===== src/rtl/core/gbr_pkg.sv =====
// ----------------------------------------------------------------------------
// gbr_pkg
// shared widths, register indexes, reset values and stream kind codes of the
// glyph row renderer
// ----------------------------------------------------------------------------
package gbr_pkg;

    localparam int BYTE_W    = 8;
    localparam int MASK_W    = 32;
    localparam int PIXEL_W   = 32;
    localparam int POS_W     = 12;
    localparam int COORD_W   = 13;
    localparam int CODE_W    = 8;
    localparam int LOAD_AW   = 12;
    localparam int PROD_W    = 16;

    localparam int CFG_IDX_W  = 2;
    localparam int CFG_DATA_W = 8;
    localparam int CFG_W_W    = 6;
    localparam int CFG_H_W    = 6;
    localparam int CFG_GB_W   = 8;
    localparam int CFG_RS_W   = 3;
    localparam int NBYTES_W   = 3;
    localparam int BIDX_W     = 2;

    localparam int S_TDATA_W = 120;
    localparam int M_TDATA_W = 128;

    typedef logic [CFG_IDX_W-1:0] t_cfg_idx;

    localparam t_cfg_idx CFG_GLYPH_WIDTH  = 2'd0;
    localparam t_cfg_idx CFG_GLYPH_HEIGHT = 2'd1;
    localparam t_cfg_idx CFG_GLYPH_BYTES  = 2'd2;
    localparam t_cfg_idx CFG_ROW_STRIDE   = 2'd3;

    localparam logic KIND_LOAD   = 1'b0;
    localparam logic KIND_RENDER = 1'b1;

    localparam logic [CFG_W_W-1:0]  RST_GLYPH_WIDTH  = 6'd8;
    localparam logic [CFG_H_W-1:0]  RST_GLYPH_HEIGHT = 6'd16;
    localparam logic [CFG_GB_W-1:0] RST_GLYPH_BYTES  = 8'd16;
    localparam logic [CFG_RS_W-1:0] RST_ROW_STRIDE   = 3'd1;

endpackage


===== src/rtl/core/gbr_mirror.sv =====
// ----------------------------------------------------------------------------
// gbr_mirror
// shift unit: turns an lsb-first glyph row word into the mirrored
// display mask, bits at and above the width cleared
// ----------------------------------------------------------------------------
module gbr_mirror
    import gbr_pkg::*;
(
    input  logic [MASK_W-1:0]  i_word,
    input  logic [CFG_W_W-1:0] i_width,
    output logic [MASK_W-1:0]  o_mask
);

    logic [MASK_W-1:0]   w_rev;
    logic [CFG_W_W-1:0]  w_shift;
    logic [2*MASK_W-1:0] w_wide;

    always_comb begin
        for (int j = 0; j < MASK_W; j++) begin
            w_rev[j] = i_word[MASK_W-1-j];
        end
    end

    // mask bit k takes word bit width-1-k
    assign w_shift = CFG_W_W'(MASK_W) - i_width;
    assign w_wide  = {{MASK_W{1'b0}}, w_rev} >> w_shift;
    assign o_mask  = w_wide[MASK_W-1:0];

endmodule


===== config.mk =====
export PLATFORM = sky130hd
export DESIGN_NAME = gbr_mirror
export DESIGN_NICKNAME = d
export VERILOG_FILES = /design/src/rtl/core/gbr_pkg.sv /design/src/rtl/core/gbr_mirror.sv
export SDC_FILE = /design/constraint.sdc
export NUM_CORES = 1
export LEC_CHECK = 0
export BUFFER_PORTS_ARGS = -buffer_cell sky130_fd_sc_hd__buf_2
export CAP_MARGIN = 40
export CORE_MARGIN = 3
export CORE_UTILIZATION = 55
export DETAILED_ROUTE_END_ITERATION = 10
export GPL_TIMING_DRIVEN = 1
export PLACE_DENSITY_LB_ADDON = 0.05
export SLEW_MARGIN = 20
export SYNTH_ARGS = -nofsm -noshare
export SYNTH_HDL_FRONTEND = slang
export SYNTH_SLANG_ARGS = --single-unit

===== constraint.sdc =====
create_clock -name vclk -period 4.3
set_input_delay 0.43 -clock vclk [all_inputs]
set_output_delay 0.43 -clock vclk [all_outputs]
set_load 0.02 [all_outputs]

==> metrics.txt <==
# TYPE chip_impl_metric gauge
chip_impl_info{name="outcome",value="completed"} 1
chip_impl_metric{name="drt-total-wl",unit="mm"} 6.51
chip_impl_metric{name="grt_remaining_overflow",unit=""} 0
chip_impl_metric{name="synth_nets",unit=""} 307
chip_impl_metric{name="route.detailed.wl_per_inst",unit="µm"} 17.7
chip_impl_metric{name="start_util",unit="%"} 60.0
chip_impl_metric{name="pin_count_of_the_biggest_net_entering_global_routing",unit=""} 32
chip_impl_metric{name="globalRouteMet1Util",unit="%"} 47.3
chip_impl_metric{name="finalPower",unit="mW"} 0.411
chip_impl_metric{name="floorplan.die.width",unit="µm"} 68.0
chip_impl_metric{name="cp_data_arrival_time",unit="ns"} 3.06
chip_impl_metric{name="n_antenna_cell",unit=""} 0
chip_impl_metric{name="postSynthAreaPerCell",unit="µm²"} 7.88
chip_impl_info{name="end_point_of_the_critical_path",value="o_mask[4]"} 1
chip_impl_metric{name="die_h",unit="µm"} 68.0
chip_impl_metric{name="timing.final.setup_violations",unit=""} 0
chip_impl_metric{name="n_clock_buffer",unit=""} 0
chip_impl_metric{name="cts_hold_buf",unit=""} 0
chip_impl_info{name="crit_start",value="i_width[1]"} 1
chip_impl_metric{name="placement.cell_area",unit="mm²"} 0.00243
chip_impl_metric{name="synthCells",unit=""} 268
chip_impl_metric{name="area.sequential",unit="µm²"} 0
chip_impl_metric{name="drtIter0Drc",unit=""} 271
chip_impl_metric{name="worst_pin_slew",unit="ns"} 0.670
chip_impl_metric{name="worst_hold_path.num_cells",unit=""} 4
chip_impl_info{name="min-delay-path-class",value="input port to primary output"} 1
chip_impl_metric{name="yosysWarningCount",unit=""} 0
chip_impl_metric{name="layout-drive-gt1-share",unit="%"} 38.3
chip_impl_metric{name="final.period_utilization",unit="%"} 81.1
chip_impl_metric{name="drt_first_pass_iters",unit=""} 5
chip_impl_metric{name="critical_path.max_fanout",unit=""} 15
chip_impl_metric{name="netlist_area",unit="mm²"} 0.00211
chip_impl_metric{name="layout.nets",unit=""} 362
chip_impl_metric{name="die_area",unit="mm²"} 0.00462
chip_impl_metric{name="drc",unit=""} 0
chip_impl_metric{name="drt.antenna.violating_nets",unit=""} 0
chip_impl_metric{name="grt_use_met2",unit="%"} 42.2
chip_impl_metric{name="ctsResizeCount",unit=""} 0
chip_impl_info{name="worstSetupEndpointType",value="primary output"} 1
chip_impl_metric{name="io_pins",unit=""} 70
chip_impl_metric{name="vias",unit=""} 2421
chip_impl_info{name="startpoint_type",value="input port"} 1
chip_impl_metric{name="slew_headroom",unit="%"} 55.2
chip_impl_metric{name="fin_tns_setup",unit="ns"} 0
chip_impl_metric{name="yosysUniqueCellTypes",unit=""} 52
chip_impl_metric{name="final_cell_area",unit="mm²"} 0.00243
chip_impl_metric{name="cts_post_setup_buffers_inserted",unit=""} 0
chip_impl_metric{name="critPathRequiredTime",unit="ns"} 3.87
chip_impl_metric{name="numPortBuffers",unit=""} 70
chip_impl_info{name="top_usage_layer",value="met1"} 1
chip_impl_metric{name="nFlopsAndLatches",unit=""} 0
chip_impl_info{name="crit_type",value="input port to primary output"} 1
chip_impl_metric{name="global_route.usage.total",unit="%"} 29.0
chip_impl_metric{name="timing_hold_violations_final",unit=""} 0
chip_impl_metric{name="power.ir.vdd_worst",unit="V"} 0.0000833
chip_impl_metric{name="final.setup.worst_slack",unit="ns"} 0.813
chip_impl_metric{name="number_of_antenna_violations_at_the_first_check_in_global_routing",unit=""} 0
chip_impl_metric{name="power.leakage",unit="nW"} 1.06
chip_impl_info{name="grt_setup_unrepaired",value="false"} 1
chip_impl_metric{name="grt_pass1_vias",unit=""} 2059
chip_impl_metric{name="final_max_slew_viol_count",unit=""} 0
chip_impl_metric{name="core.rowCount",unit=""} 21
chip_impl_metric{name="power_density",unit="mW/mm²"} 169
chip_impl_metric{name="number_of_maximum_capacitance_constraint_violations",unit=""} 0
chip_impl_metric{name="grt_pass1_wl",unit="mm"} 10.6
chip_impl_metric{name="period_minus_slack",unit="ns"} 3.49
chip_impl_metric{name="hpwlAfterDp",unit="mm"} 5.16
chip_impl_metric{name="final.fill_count",unit=""} 324
chip_impl_metric{name="routed_via_density",unit=""} 6.60
chip_impl_metric{name="coreArea",unit="mm²"} 0.00352
chip_impl_metric{name="whs",unit="ns"} 1.34
chip_impl_metric{name="place.gp.congestion",unit=""} 0.919
chip_impl_metric{name="fmaxAchievable",unit="MHz"} 287
chip_impl_metric{name="area_delta_synth_final",unit="%"} 15.4
chip_impl_metric{name="synth-seq-area-share",unit="%"} 0
chip_impl_metric{name="pre_cts_slack",unit="ns"} 0.916
chip_impl_info{name="hp-start",value="i_word[0]"} 1
chip_impl_metric{name="grt_use_met3",unit="%"} 1.31
cell usage in the layout (no fill, tap or decap), types with 2 or more instances in the layout:
master	n
a2bb2oi_1	3
nor3_1	11
o2bb2ai_1	2
nand3b_1	5
mux2_2	20
or2_2	2
a21oi_1	15
a211oi_1	2
o21ai_0	12
o22a_1	2
or4b_1	2
a22oi_1	3
nor3b_1	2
nand2b_1	5
nand2_1	24
o21ai_1	3
nor2b_1	4
mux2i_1	29
buf_4	8
buf_2	70
inv_1	6
a31oi_1	2
mux4_2	17
o211ai_1	4
xor2_1	2
a32oi_1	3
nor2_1	30
o311ai_0	2
o221ai_1	8
o32ai_1	2
power breakdown:
part / internal, mW / switching (mW) / total, mW / leakage [nW]
logic: 0.172 / 0.240 / 0.411 / 1.06
clock network: 0 / 0 / 0 / 0
registers: 0 / 0 / 0 / 0
total: 0.172 / 0.240 / 0.411 / 1.06
layout make-up:
cell class	instances	area (µm²)	area share, %
well taps	46	57.6	2.36
inverters	8	30.0	1.23
multi-input cells	235	1940	79.5
repair buffers	78	410	16.9
how the worst min path moves through the flow:
stage,slack (ns),end
6_report,1.34,o_mask[31]
5_1_grt,1.38,o_mask[31]
4_1_cts,1.34,o_mask[31]
3_5_place_dp,1.34,o_mask[31]
3_3_place_gp,1.35,o_mask[31]
2_1_floorplan,1.06,o_mask[31]
per-stage QoR:
stage	cells	utilization (%)
finish	367	69.2
CTS	367	69.2
floorplan	268	-
global placement	367	69.2
detailed placement	367	69.2
global route	367	69.2
kinds of logic (layout without fill, tap and decap cells):
family          after synthesis  after routing  share of synthesized area [%]
compound gates               68             68                           21.9
fa+ha+maj                     1              1                          0.593
mux                          67             67                           43.1
xor+xnor                      6              6                           3.38
buf+inv                      33             86                           8.95
simple gates                 93             93                           22.1
cells in the mapped netlist, types with 3 or more instances:
library cell  count  area [µm²]
a21oi_1          15        75.1
a22oi_1           3        22.5
a2bb2oi_1         3        26.3
a32oi_1           3        26.3
buf_2            10        50.1
buf_4             6        45.0
buf_6             4        45.0
clkbuf_1          4        15.0
inv_1             6        22.5
mux2_2           20         225
mux2i_1          29         290
mux4_2           17         383
nand2_1          24        90.1
nand2b_1          5        31.3
nand3b_1          5        37.5
nor2_1           30         113
nor2b_1           4        25.0
nor3_1           11        55.1
o211ai_1          4        30.0
o21ai_0          12        60.1
o21ai_1           3        15.0
o221ai_1          8        70.1
xor2_1            3        26.3
routing by layer:
layer  vias up  part of all wire [%]  wire length [µm]
met4         0                  0.71                46
met3         6                   9.7               631
met5         -                     0                 0
met1      1123                    47              3060
met2       152                    42              2760
li1       1140                     -                 -
critical path, stage by stage:
cell and delay, ns:
buf_2 0.16, inv_1 0.06, ha_1 0.59, mux2_2 0.40, mux2i_1 0.50, mux2i_1 0.30, a32oi_1 0.25, o221ai_1 0.15
buf_2 0.20
(Power assumes the default switching activity.)
